File: config.mk
export PLATFORM = sky130hd
export DESIGN_NAME = sdpf_ctrl
export DESIGN_NICKNAME = d
export VERILOG_FILES = /design/src/hw/rtl/sdpf_pkg.sv /design/src/hw/rtl/sdpf_ctrl.sv
export SDC_FILE = /design/constraint.sdc
export NUM_CORES = 1
export LEC_CHECK = 0
export BUFFER_PORTS_ARGS = -buffer_cell sky130_fd_sc_hd__buf_2
export CAP_MARGIN = 20
export CELL_PAD_IN_SITES_DETAIL_PLACEMENT = 1
export CELL_PAD_IN_SITES_GLOBAL_PLACEMENT = 1
export CORE_MARGIN = 2
export CORE_UTILIZATION = 38
export DETAILED_ROUTE_END_ITERATION = 10
export GPL_TIMING_DRIVEN = 0
export HOLD_SLACK_MARGIN = 0.05
export PLACE_DENSITY = 0.78
export RECOVER_POWER = 25
export SLEW_MARGIN = 10
export SYNTH_ARGS = -nofsm -noshare
export SYNTH_HDL_FRONTEND = slang
export SYNTH_SLANG_ARGS = --single-unit
export TNS_END_PERCENT = 5
File: constraint.sdc
create_clock -name clk_i -period 2 [get_ports clk_i]
set_input_delay 0.3 -clock clk_i [delete_from_list [all_inputs] [get_ports clk_i]]
set_output_delay 0.3 -clock clk_i [all_outputs]
set_load 0.005 [all_outputs]
File: src/hw/rtl/sdpf_pkg.sv
// ----------------------------------------------------------------------------
// sdpf_pkg
// Shared types and constants for the spring-damper pose follower.
// ----------------------------------------------------------------------------
`default_nettype none

package sdpf_pkg;

  localparam int unsigned CoordW   = 32;
  localparam int unsigned CfgIdxW  = 2;
  localparam int unsigned CfgDataW = 32;
  localparam int unsigned NumAxes  = 6;
  localparam int unsigned AxisW    = 3;
  localparam int unsigned CntW     = 6;
  localparam int unsigned SqSteps  = 4;   // three squares, one trailing add
  localparam int unsigned SqrtSteps = 34; // root bits
  localparam int unsigned DivSteps = 32;  // quotient bits

  localparam logic [15:0] SpringGainRst   = 16'd6554;
  localparam logic [15:0] FrictionGainRst = 16'd6554;
  localparam logic [30:0] RefDistRst      = 31'd655360;

  typedef enum logic [CfgIdxW-1:0] {
    CFG_SPRING   = 2'd0,
    CFG_FRICTION = 2'd1,
    CFG_REF_DIST = 2'd2
  } cfg_idx_e;

  typedef struct packed {
    logic signed [CoordW-1:0] eye_x;
    logic signed [CoordW-1:0] eye_y;
    logic signed [CoordW-1:0] eye_z;
    logic signed [CoordW-1:0] aim_x;
    logic signed [CoordW-1:0] aim_y;
    logic signed [CoordW-1:0] aim_z;
    logic                     restart;
  } in_t;

  typedef struct packed {
    logic signed [CoordW-1:0] smooth_eye_x;
    logic signed [CoordW-1:0] smooth_eye_y;
    logic signed [CoordW-1:0] smooth_eye_z;
    logic signed [CoordW-1:0] smooth_aim_x;
    logic signed [CoordW-1:0] smooth_aim_y;
    logic signed [CoordW-1:0] smooth_aim_z;
  } out_t;

  typedef struct packed {
    logic             load;
    logic             snap;
    logic             sq_mul;
    logic             sq_acc;
    logic             sqrt_init;
    logic             sqrt_step;
    logic             div_init;
    logic             div_step;
    logic             ax_mul;
    logic             ax_vel;
    logic             ax_dmp;
    logic             ax_upd;
    logic             out_load;
    logic [AxisW-1:0] idx;
  } ctrl_t;

  typedef enum logic [10:0] {
    S_IDLE      = 11'b000_0000_0001,
    S_SQ        = 11'b000_0000_0010,
    S_SQRT_INIT = 11'b000_0000_0100,
    S_SQRT      = 11'b000_0000_1000,
    S_DIV_INIT  = 11'b000_0001_0000,
    S_DIV       = 11'b000_0010_0000,
    S_AX_MUL    = 11'b000_0100_0000,
    S_AX_VEL    = 11'b000_1000_0000,
    S_AX_DMP    = 11'b001_0000_0000,
    S_AX_UPD    = 11'b010_0000_0000,
    S_DONE      = 11'b100_0000_0000
  } state_e;

endpackage

`default_nettype wire

File: src/hw/rtl/sdpf_ctrl.sv
// ----------------------------------------------------------------------------
// sdpf_ctrl
// Sequencer: steps the datapath through squares, root, divide and axes.
// ----------------------------------------------------------------------------
`default_nettype none

module sdpf_ctrl (
  input  wire logic           clk_i,
  input  wire logic           rst_ni,
  input  wire logic           in_valid_i,
  input  wire logic           in_restart_i,
  output logic                in_stall_o,
  output logic                out_valid_o,
  input  wire logic           out_stall_i,
  output sdpf_pkg::ctrl_t     ctrl_o
);

  sdpf_pkg::state_e                 state_q, state_d;
  logic [sdpf_pkg::CntW-1:0]        cnt_q, cnt_d;
  logic                             first_q, first_d;
  logic                             out_valid_q, out_valid_d;
  logic                             accept;

  assign in_stall_o  = (state_q != sdpf_pkg::S_IDLE);
  assign out_valid_o = out_valid_q;
  assign accept      = in_valid_i && (state_q == sdpf_pkg::S_IDLE);

  always_comb begin
    state_d     = state_q;
    cnt_d       = cnt_q;
    first_d     = first_q;
    out_valid_d = out_valid_q && out_stall_i;
    ctrl_o      = '0;
    ctrl_o.idx  = cnt_q[sdpf_pkg::AxisW-1:0];
    unique case (state_q)
      sdpf_pkg::S_IDLE: begin
        if (accept) begin
          ctrl_o.load = 1'b1;
          ctrl_o.snap = first_q || in_restart_i;
          first_d     = 1'b0;
          cnt_d       = '0;
          state_d     = (first_q || in_restart_i) ? sdpf_pkg::S_DONE : sdpf_pkg::S_SQ;
        end
      end
      sdpf_pkg::S_SQ: begin
        ctrl_o.sq_mul = (cnt_q != sdpf_pkg::CntW'(sdpf_pkg::SqSteps - 1));
        ctrl_o.sq_acc = (cnt_q != '0);
        if (cnt_q == sdpf_pkg::CntW'(sdpf_pkg::SqSteps - 1)) begin
          cnt_d   = '0;
          state_d = sdpf_pkg::S_SQRT_INIT;
        end else begin
          cnt_d = cnt_q + 1'b1;
        end
      end
      sdpf_pkg::S_SQRT_INIT: begin
        ctrl_o.sqrt_init = 1'b1;
        state_d          = sdpf_pkg::S_SQRT;
      end
      sdpf_pkg::S_SQRT: begin
        ctrl_o.sqrt_step = 1'b1;
        if (cnt_q == sdpf_pkg::CntW'(sdpf_pkg::SqrtSteps - 1)) begin
          cnt_d   = '0;
          state_d = sdpf_pkg::S_DIV_INIT;
        end else begin
          cnt_d = cnt_q + 1'b1;
        end
      end
      sdpf_pkg::S_DIV_INIT: begin
        ctrl_o.div_init = 1'b1;
        state_d         = sdpf_pkg::S_DIV;
      end
      sdpf_pkg::S_DIV: begin
        ctrl_o.div_step = 1'b1;
        if (cnt_q == sdpf_pkg::CntW'(sdpf_pkg::DivSteps - 1)) begin
          cnt_d   = '0;
          state_d = sdpf_pkg::S_AX_MUL;
        end else begin
          cnt_d = cnt_q + 1'b1;
        end
      end
      sdpf_pkg::S_AX_MUL: begin
        ctrl_o.ax_mul = 1'b1;
        state_d       = sdpf_pkg::S_AX_VEL;
      end
      sdpf_pkg::S_AX_VEL: begin
        ctrl_o.ax_vel = 1'b1;
        state_d       = sdpf_pkg::S_AX_DMP;
      end
      sdpf_pkg::S_AX_DMP: begin
        ctrl_o.ax_dmp = 1'b1;
        state_d       = sdpf_pkg::S_AX_UPD;
      end
      sdpf_pkg::S_AX_UPD: begin
        ctrl_o.ax_upd = 1'b1;
        if (cnt_q == sdpf_pkg::CntW'(sdpf_pkg::NumAxes - 1)) begin
          cnt_d   = '0;
          state_d = sdpf_pkg::S_DONE;
        end else begin
          cnt_d   = cnt_q + 1'b1;
          state_d = sdpf_pkg::S_AX_MUL;
        end
      end
      sdpf_pkg::S_DONE: begin
        // hand over once the output register is free
        if (!out_valid_q || !out_stall_i) begin
          ctrl_o.out_load = 1'b1;
          out_valid_d     = 1'b1;
          state_d         = sdpf_pkg::S_IDLE;
        end
      end
      default: state_d = sdpf_pkg::S_IDLE;
    endcase
  end

  always_ff @(posedge clk_i or negedge rst_ni) begin
    if (!rst_ni) begin
      state_q     <= sdpf_pkg::S_IDLE;
      cnt_q       <= '0;
      first_q     <= 1'b1;
      out_valid_q <= 1'b0;
    end else begin
      state_q     <= state_d;
      cnt_q       <= cnt_d;
      first_q     <= first_d;
      out_valid_q <= out_valid_d;
    end
  end

endmodule

`default_nettype wire

==> results of run 1 <==
## report_power, final
group          switching [W]  total, W  internal, W
Clock               0.000129  0.000204    0.0000748
Combinational       0.000495   0.00100     0.000509
Sequential          0.000105  0.000556     0.000452
Total               0.000729   0.00176      0.00103
## timing repair
action / CTS / global route
setup buffers: 11 / 8
pin swaps: 6 / 9
resized for setup: 28 / 12
hold endpoints to repair: 17 / 0
hold buffers: 1 / 0
endpoints found under the setup margin: 24 / 25
## worst reg2reg max path: stages (launching register included)
cell       delay [ns]
dfrtp_2          0.49
nor4_4           0.32
buf_6            0.15
buf_6            0.13
nand4_1          0.19
buf_4            0.20
or2_4            0.24
o2111ai_2        0.14
o21ai_1          0.12
## through the flow
step           utilization, %  std cells  instance area [sq um]  hold WS [ns]
3_5_place_dp             44.4        209                   1480         0.281
2_1_floorplan               -        141                   1310       0.00441
6_report                 54.2        230                   1810         0.249
5_1_grt                  54.2        230                   1810         0.253
4_1_cts                  51.0        224                   1700         0.216
3_3_place_gp             44.4        209                   1480         0.274
## synthesized netlist by cell type (2+ instances only)
master,count,share of area (%)
inv_1,7,2.0
ha_1,3,2.9
a22o_1,2,1.3
a221o_1,3,2.3
dfrtp_1,17,32
a211oi_1,2,1.1
and4_1,3,2.0
nor3_1,4,1.5
dfstp_2,2,4.0
or2_2,3,1.4
nand3_2,2,1.5
nor4_2,2,1.9
o21ai_0,4,1.5
nand2_1,13,3.7
nor4b_1,6,4.0
nor3b_1,2,1.1
nand3_1,4,1.5
buf_2,2,0.76
a21oi_1,3,1.1
nand4_1,3,1.4
o21a_1,2,1.1
and2_1,3,1.4
buf_4,5,2.9
nor2_1,13,3.7
clkbuf_1,2,0.57
nor2b_1,2,0.95
a31oi_1,3,1.4
## flip-flops by register name, indices dropped and copies added, names as in the netlist
name / count
state_q: 11
out_valid_o: 1
cnt_q: 6
first_q: 1
## cell usage in the layout, fill, tap and decap left out, drive strengths merged, types with 3 or more instances in the layout
cell type and instances:
nor3 5, nand4 4, buf 46, and4 3, a21oi 3, nand2 13
dfrtp 17, ha 3, nor2 13, nand3 6, or2 3, a31oi 3
nor4b 6, o21ai 5, and2 3, a221o 3, clkbuf 5, nor4 4
inv 7
## cell families after synthesis
| logic type | after synthesis |
|---|---|
| xor gates and xnor gates | 2 |
| buffers and inverters | 17 |
| DFF | 19 |
| and+or+nand+nor | 69 |
| muxes | 1 |
| adders and majority gates | 3 |
| AOI/OAI and AO/OA | 30 |
## layer usage
| metal | routed length, microns | track usage [%] |
|---|---|---|
| met1 | 1810 | 27.2 |
| met2 | 2250 | 38.4 |
| met3 | 86 | 2.52 |
| met4 | 108 | 7.78 |
| met5 | 0 | 0 |
## final cells by class
cell class                      count  area (sq um)  area share [%]
Multi-Input combinational cell    105           870            48.1
Sequential cell                    19           485            26.9
Timing Repair Buffer               42           282            15.6
Buffer                              7          60.1            3.32
Tap cell                           46          57.6            3.18
Inverter                            7          26.3            1.45
Clock buffer                        3          22.5            1.25
Clock inverter                      1          5.00           0.277
## worst min path at each step
stage,start,cells past startpoint,slack (ns),endpoint
after global placement,rst_ni,1,0.27,state_q[7]
after detailed placement,rst_ni,1,0.28,state_q[7]
after CTS,out_stall_i,3,0.22,out_valid_o
final,out_stall_i,3,0.25,out_valid_o
after global routing,out_stall_i,3,0.25,out_valid_o
after floorplan,rst_ni,0,0.004,cnt_q[0]
==> impl_metrics.json, run 1 <==
{
  "status": "finished, violations left",
  "violations": "setup timing",
  "synth_xor_area_share_pct": 1.33,
  "ant_nets": 0,
  "ys_types": 51,
  "required_ns": 1.70,
  "syn_inst": 141,
  "critPathKind": "reg2out",
  "start_kind": "flop",
  "wl_per_cell_microns": 18.5,
  "die_x_microns": 62.8,
  "path_max_fanout": 8,
  "crit_chain": "nor4_4 -> buf_6 -> buf_6 -> nand4_1 -> a21oi_2 -> buf_2",
  "p_leak_nw": 0.844,
  "gr-total-overflow": 0,
  "synth_compound_area_share_pct": 18.1,
  "fillers": 401,
  "layout-drive-gt1-share_pct": 48.9,
  "synth_edf_count": 0,
  "cts_tree": "done",
  "via_count": 1281,
  "n_antenna_cell": 0,
  "antenna_found_initial": 0,
  "period_needed_ns": 2.23,
  "fin_ws_ns": -0.227,
  "rr_endpoint": "state_q[10]",
  "tightestPinTransition_ns": 1.09,
  "tns_ns": -1.12,
  "timing.critical_path.mode_cell": "buf_6",
  "yosysSeqAreaShare_pct": 36.4,
  "ff2ff_setup_slack_ns": -0.07,
  "drc_errors": 0,
  "path_buf_inv": 3,
  "fin_skew_ns": 0.0150,
  "start_util_pct": 39.4,
  "cp-startpoint": "state_q[4]",
  "vias_per_cell": 5.57,
  "hold_violations": 0,
  "ioPinCount": 23,
  "reg2reg_depth": 8,
  "synth_mux_area_share_pct": 0.857,
  "drt-pass1-iter-count": 4,
  "powerDensity_nw_per_um2": 976,
  "power.total_w": 0.00176,
  "grt_max_degree": 20,
  "ys.warnings.count": 0,
  "routed_wl_microns": 4250,
  "yosys.area_share.simple_pct": 33.4,
  "dieArea_sq_um": 3940,
  "clock_tree.buffer_depth": 2,
  "area_growth_pct": 37.6,
  "max_stage_delay_ns": 0.49,
  "synth_top_flop_cell": "dfrtp_1",
  "crit_family": "simple AND/OR/NAND/NOR gates",
  "clock_latency_ns": 0.31,
  "clkSinkCount": 19,
  "drv_slew": 0,
  "avgSynthCellArea_sq_um": 9.32,
  "async_flop_share_pct": 100,
  "reg2reg_from": "state_q[4]",
  "final_nets": 193,
  "rsz0062_at_grt": "true",
  "row_count": 21,
  "grt_use_total_pct": 21.8,
  "slew-limit-headroom_pct": 27.5,
  "synth_top_family_by_area": "simple AND/OR/NAND/NOR gates",
  "drt_iter0_drc": 93,
  "grt_pass1_wl_microns": 6750,
  "hold_path.class": "in2reg",
  "cp.depth": 6,
  "path_clk_slew_ns": 0.12,
  "cts_buffers": 3,
  "crit_end": "ctrl_o[3]",
  "portBuffers": 22,
  "setup-violations-final": 21,
  "cap_violations": 0,
  "core-area_sq_um": 3340,
  "endpoint_kind": "output port",
  "fp.dieH_microns": 62.8,
  "grt_pass1_vias": 1349,
  "pre_cts_slack_ns": -0.163,
  "ir_drop_mv": 0.453,
  "hpwl_microns": 2600,
  "htreeDepth": 1,
  "syn-num-nets": 149,
  "finalCritPeriodShare_pct": 111,
  "ys_seq_elements": 19,
  "synth_area_sq_um": 1310,
  "place.gp.congestion": 0.853,
  "slowest_stage": "dfrtp_2",
  "crit_arrival_ns": 1.93,
  "cts-root-buf": "clkbuf_4",
  "synth_fa_ha_area_share_pct": 2.86,
  "max_freq_mhz": 449
}
Note: power is estimated with default switching activity, not from simulation.
==> inputs of run 2 (changes only) <==
--- a/config.mk
+++ b/config.mk
@@ -10,11 +10,11 @@
 export CELL_PAD_IN_SITES_DETAIL_PLACEMENT = 1
 export CELL_PAD_IN_SITES_GLOBAL_PLACEMENT = 1
 export CORE_MARGIN = 2
-export CORE_UTILIZATION = 38
+export CORE_UTILIZATION = 35
 export DETAILED_ROUTE_END_ITERATION = 10
 export GPL_TIMING_DRIVEN = 0
 export HOLD_SLACK_MARGIN = 0.05
-export PLACE_DENSITY = 0.78
+export PLACE_DENSITY = 0.73
 export RECOVER_POWER = 25
 export SLEW_MARGIN = 10
 export SYNTH_ARGS = -nofsm -noshare
==> impl_metrics.json, run 2 (synthesis gave the netlist of run 1 again) <==
{
  "status": "finished, violations left",
  "violations": "setup timing",
  "multiInputGateArea_sq_um": 848,
  "regMostFlops": "state_q",
  "ir_drop_mv": 0.439,
  "grt.busiest_layer": "met2",
  "die_x_microns": 65.3,
  "dieArea_sq_um": 4260,
  "portBuffers": 22,
  "clock_latency_ns": 0.26,
  "place.gp.congestion": 0.847,
  "cts_buffers": 3,
  "slowest_stage": "nor4b_1",
  "grtUsageMet3_pct": 3.60,
  "largest_reg_flops": 11,
  "p_leak_nw": 0.869,
  "reg2reg_from": "state_q[2]",
  "routed_wl_microns": 4230,
  "hold_end": "out_valid_o",
  "final_nets": 196,
  "setup-violations-final": 9,
  "ioPinCount": 23,
  "grt_use_total_pct": 20.1,
  "rr_endpoint": "state_q[6]",
  "mostFrequentLayoutCell": "buf_2",
  "hold_start": "out_stall_i",
  "ff_latch_area_sq_um": 483,
  "cap_violations": 0,
  "crit_chain": "buf_4 -> nor4b_1 -> a21boi_0 -> a311o_1 -> a211oi_1",
  "vias_per_cell": 5.49,
  "grtUsageMet2_pct": 35.7,
  "grt_max_degree": 20,
  "hpwl_microns": 2580,
  "final_cell_mix": "buf_2, buf_4, nor2_1, dfrtp_1, nand2_1",
  "start_util_pct": 36.2,
  "via_count": 1290,
  "htreeDepth": 1,
  "period_needed_ns": 2.15,
  "cts_tree": "done",
  "row_count": 22,
  "slew-limit-headroom_pct": 26.1,
  "hold_violations": 0,
  "tightestPinTransition_ns": 1.11,
  "grt_pass1_vias": 1348,
  "place_inst": 211,
  "max_stage_delay_ns": 0.56,
  "fillers": 427,
  "drv_slew": 0,
  "wl_per_cell_microns": 18.0,
  "path_max_fanout": 5,
  "critPathKind": "reg2reg",
  "antenna_found_initial": 0,
  "ff2ff_setup_slack_ns": -0.15,
  "ant_nets": 0,
  "n_antenna_cell": 0,
  "powerDensity_nw_per_um2": 1040,
  "required_ns": 2.16,
  "clkSinkCount": 19,
  "core-area_sq_um": 3630,
  "drt_iter0_drc": 36,
  "tns_ns": -0.397,
  "hold_path.class": "in2reg",
  "gr-total-overflow": 0,
  "layout-drive-gt1-share_pct": 46.5,
  "final_cell_count_no_fill": 235,
  "drt-pass1-iter-count": 4,
  "crit_arrival_ns": 2.31,
  "clock_tree.buffer_depth": 2,
  "grtUsageMet1_pct": 24.6,
  "fp.dieH_microns": 65.3,
  "finalCritPeriodShare_pct": 108,
  "drc_errors": 0,
  "endpoint_kind": "flop",
  "reg2reg_depth": 5,
  "max_freq_mhz": 465,
  "grt_pass1_wl_microns": 6570,
  "fin_ws_ns": -0.151,
  "start_kind": "flop",
  "cts-root-buf": "clkbuf_8",
  "fin_skew_ns": 0.00711,
  "area_growth_pct": 41.0,
  "rsz0062_at_grt": "true",
  "path_clk_slew_ns": 0.07,
  "hold_depth": 3,
  "reg_top3": "state_q: 11 flops, cnt_q: 6 flops"
}
## run 2: worst max-delay path, delay by kind of cell (launching register included)
| family | cells | cell delay, ns |
|---|---|---|
| and+or+nand+nor | 1 | 0.56 |
| buffers and inverters | 1 | 0.15 |
| DFF | 1 | 0.45 |
| AOI/OAI and AO/OA | 3 | 0.89 |
## run 2: layout make-up
cell class / count / share of cell area, %
sequential: 19 / 26.1
timing repair buffer: 44 / 17.2
multi-input combinational: 105 / 45.8
inverter: 7 / 1.42
buffer: 8 / 3.85
tap: 48 / 3.24
clock buffer: 4 / 2.43
## run 2: worst max path at each step
stage	start	end	slack (ns)	cells after the start
6_report	state_q[2]	state_q[6]	-0.15	5
5_1_grt	state_q[2]	state_q[6]	-0.19	5
4_1_cts	state_q[7]	ctrl_o[3]	-0.07	7
3_5_place_dp	state_q[0]	cnt_q[5]	-0.17	6
3_3_place_gp	state_q[0]	cnt_q[2]	-0.10	6
2_1_floorplan	state_q[0]	cnt_q[2]	0.07	6
## run 2: metrics by stage
stage	utilization, %	area [sq um]	total power, W	hold slack, ns	setup slack [ns]
final	51.0	1850	0.00193	0.256	-0.151
after global routing	51.0	1850	0.00206	0.282	-0.189
after CTS	46.9	1700	0.00170	0.259	-0.0744
after detailed placement	40.8	1480	0.00127	0.277	-0.166
after global placement	40.8	1480	0.00123	0.273	-0.102
after floorplan	-	1310	0.00104	0.00441	0.0714
## run 2: power by group
part	internal, W	switching [W]	leakage (nW)
combinational	0.000589	0.000543	0.598
sequential	0.000451	0.0000706	0.249
clock	0.000142	0.000130	0.0228
## run 2: layer usage
layer	part of all wire, %	vias up
met5	0	-
li1	-	612
met2	55	22
met1	42	650
met3	2.2	6
met4	1.1	0
## run 2: repair_timing
| action | in CTS | in global routing |
|---|---|---|
| hold endpoints to repair | 17 | 0 |
| cloned | 0 | 1 |
| pin swaps | 5 | 7 |
| hold buffers | 1 | 0 |
| setup buffers | 15 | 5 |
| endpoints found under the setup margin | 21 | 25 |
| gates resized for setup | 14 | 17 |
==> inputs of run 3 (changes only) <==
--- a/config.mk
+++ b/config.mk
@@ -5,7 +5,7 @@
 export SDC_FILE = /design/constraint.sdc
 export NUM_CORES = 1
 export LEC_CHECK = 0
-export BUFFER_PORTS_ARGS = -buffer_cell sky130_fd_sc_hd__buf_2
+export BUFFER_PORTS_ARGS = -buffer_cell sky130_fd_sc_hd__buf_4
 export CAP_MARGIN = 20
 export CELL_PAD_IN_SITES_DETAIL_PLACEMENT = 1
 export CELL_PAD_IN_SITES_GLOBAL_PLACEMENT = 1
==> constraint.sdc (replaced) <==
create_clock -name clk_i -period 2 [get_ports clk_i]
set_input_delay 0.4 -clock clk_i [delete_from_list [all_inputs] [get_ports clk_i]]
set_output_delay 0.4 -clock clk_i [all_outputs]
set_load 0.005 [all_outputs]
==> impl_metrics.json, run 3 (synthesis gave the netlist of run 1 again) <==
{
  "status": "finished, violations left",
  "violations": "setup timing",
  "holdWs_ns": 0.369,
  "core-area_sq_um": 3630,
  "wl_per_cell_microns": 16.6,
  "fin_skew_ns": 0.00106,
  "drv_slew": 0,
  "place.gp.congestion": 0.831,
  "fin_ws_ns": -0.150,
  "drc_errors": 0,
  "final_nets": 185,
  "critPathKind": "reg2out",
  "finalCritPeriodShare_pct": 107,
  "intPower_w": 0.00109,
  "area_growth_pct": 36.5,
  "cts_buffers": 3,
  "drt-pass1-iter-count": 4,
  "cap_violations": 0,
  "max_freq_mhz": 465,
  "largest_reg_flops": 11,
  "dpl_cell_area_sq_um": 1540,
  "required_ns": 1.60,
  "ioPinCount": 23,
  "power.switching_w": 0.000701,
  "switching_share_pct": 39.1,
  "p_leak_nw": 0.802,
  "stdcell_area_sq_um": 1790,
  "ir_drop_mv": 0.349,
  "via_count": 1237,
  "start_kind": "flop",
  "period_needed_ns": 2.15,
  "die_x_microns": 65.3,
  "hold_path.class": "in2reg",
  "mostFrequentLayoutCell": "buf_4",
  "clkSinkCount": 19,
  "cts-root-buf": "clkbuf_8",
  "hpwl_microns": 2610,
  "htreeDepth": 1,
  "endpoint_kind": "output port",
  "ant_nets": 0,
  "regMostFlops": "state_q",
  "cts_tree": "done",
  "portBuffers": 22,
  "start_util_pct": 36.2,
  "fp.dieH_microns": 65.3,
  "powerDensity_nw_per_um2": 1000,
  "crit_arrival_ns": 1.75,
  "grt_pass1_wl_microns": 6150,
  "pwr-share-seq_pct": 29.1,
  "path_max_fanout": 7,
  "antenna_found_initial": 0,
  "layout-drive-gt1-share_pct": 45.5,
  "grt_pass1_vias": 1316,
  "clock_latency_ns": 0.25,
  "pre_cts_slack_ns": -0.184,
  "rsz0062_at_grt": "true",
  "grt_use_total_pct": 18.8,
  "routed_wl_microns": 3720,
  "drt_iter0_drc": 26,
  "gr-total-overflow": 0,
  "power_frac_clock_pct": 15.1,
  "combPwrFrac_pct": 55.8,
  "place_inst": 211,
  "vias_per_cell": 5.52,
  "tightestPinTransition_ns": 1.12,
  "slew-limit-headroom_pct": 25.2,
  "row_count": 22,
  "dieArea_sq_um": 4260,
  "final_cell_count_no_fill": 224,
  "grt_max_degree": 20,
  "path_clk_slew_ns": 0.07,
  "final_cell_mix": "buf_4, nor2_1, dfrtp_1",
  "hold_violations": 0,
  "setup-violations-final": 20,
  "n_antenna_cell": 0,
  "fillers": 427,
  "reg_top3": "state_q: 11 flops, cnt_q: 6 flops",
  "clock_tree.buffer_depth": 2
}
-- run 3: changes by cell type in the layout (fill, tap and decap cells not counted), sizes merged --
| cell | change |
|---|---|
| buf | -10 |
| clkbuf | -1 |
-- run 3: final timing paths --
path                        startpoint          end  slack, ns  cells after the start
setup / recovery            state_q[4]    ctrl_o[3]      -0.15                      6
hold / removal             out_stall_i  out_valid_o       0.37                      3
hold reg to reg                first_q      first_q       0.50                      1
min in group asynchronous       rst_ni   state_q[7]       0.88                      2
setup reg to reg            state_q[3]     cnt_q[2]      -0.09                      5
max in group asynchronous       rst_ni  state_q[10]       0.37                      2
-- run 3: final cells by class --
class                      count  area [sq um]  share of cell area (%)
sequential                    19           484                    27.0
timing repair buffer          32           250                    14.0
inverter                       7          26.3                    1.47
clock buffer                   4          45.0                    2.51
tap                           48          60.1                    3.35
multi-input combinational    105           851                    47.5
buffer                         9          76.3                    4.26
-- run 3: worst max-delay path, cell delays in order (launching register included) --
cell     delay (ns)
dfrtp_2        0.46
nor4_4         0.36
buf_6          0.15
buf_6          0.11
nand4_1        0.16
a21oi_2        0.14
buf_4          0.12
-- run 3: stage by stage --
step           TNS [ns]  total power, W  utilization [%]
2_1_floorplan         0         0.00104                -
3_3_place_gp     -0.551         0.00127             42.4
3_5_place_dp      -1.15         0.00129             42.4
4_1_cts           -1.40         0.00172             48.1
5_1_grt           -3.88         0.00192             49.3
6_report          -1.43         0.00179             49.3
-- run 3: per-layer routing --
layer	global-route usage (%)	share of wire, %	vias up
met4	6.77	1.7	0
met2	33.3	53	20
li1	-	-	595
met1	22.9	43	616
met5	0	0	-
met3	2.91	2.6	6
-- run 3: repair_timing --
item                                    4_1_cts  5_1_grt
hold buffers                                  1        0
setup buffers                                 7        2
endpoints found under the hold margin        17        0
endpoints found under the setup margin       24       25
resized for setup                            26       10
pin swaps                                     6        5
-- run 3: power by group through the flow --
stage          clock [W]  combinational [W]  sequential, W
6_report        0.000271            0.00100       0.000521
5_1_grt         0.000293            0.00110       0.000532
4_1_cts         0.000278           0.000932       0.000513
3_5_place_dp           0           0.000778       0.000513
3_3_place_gp           0           0.000759       0.000510
2_1_floorplan          0           0.000538       0.000501
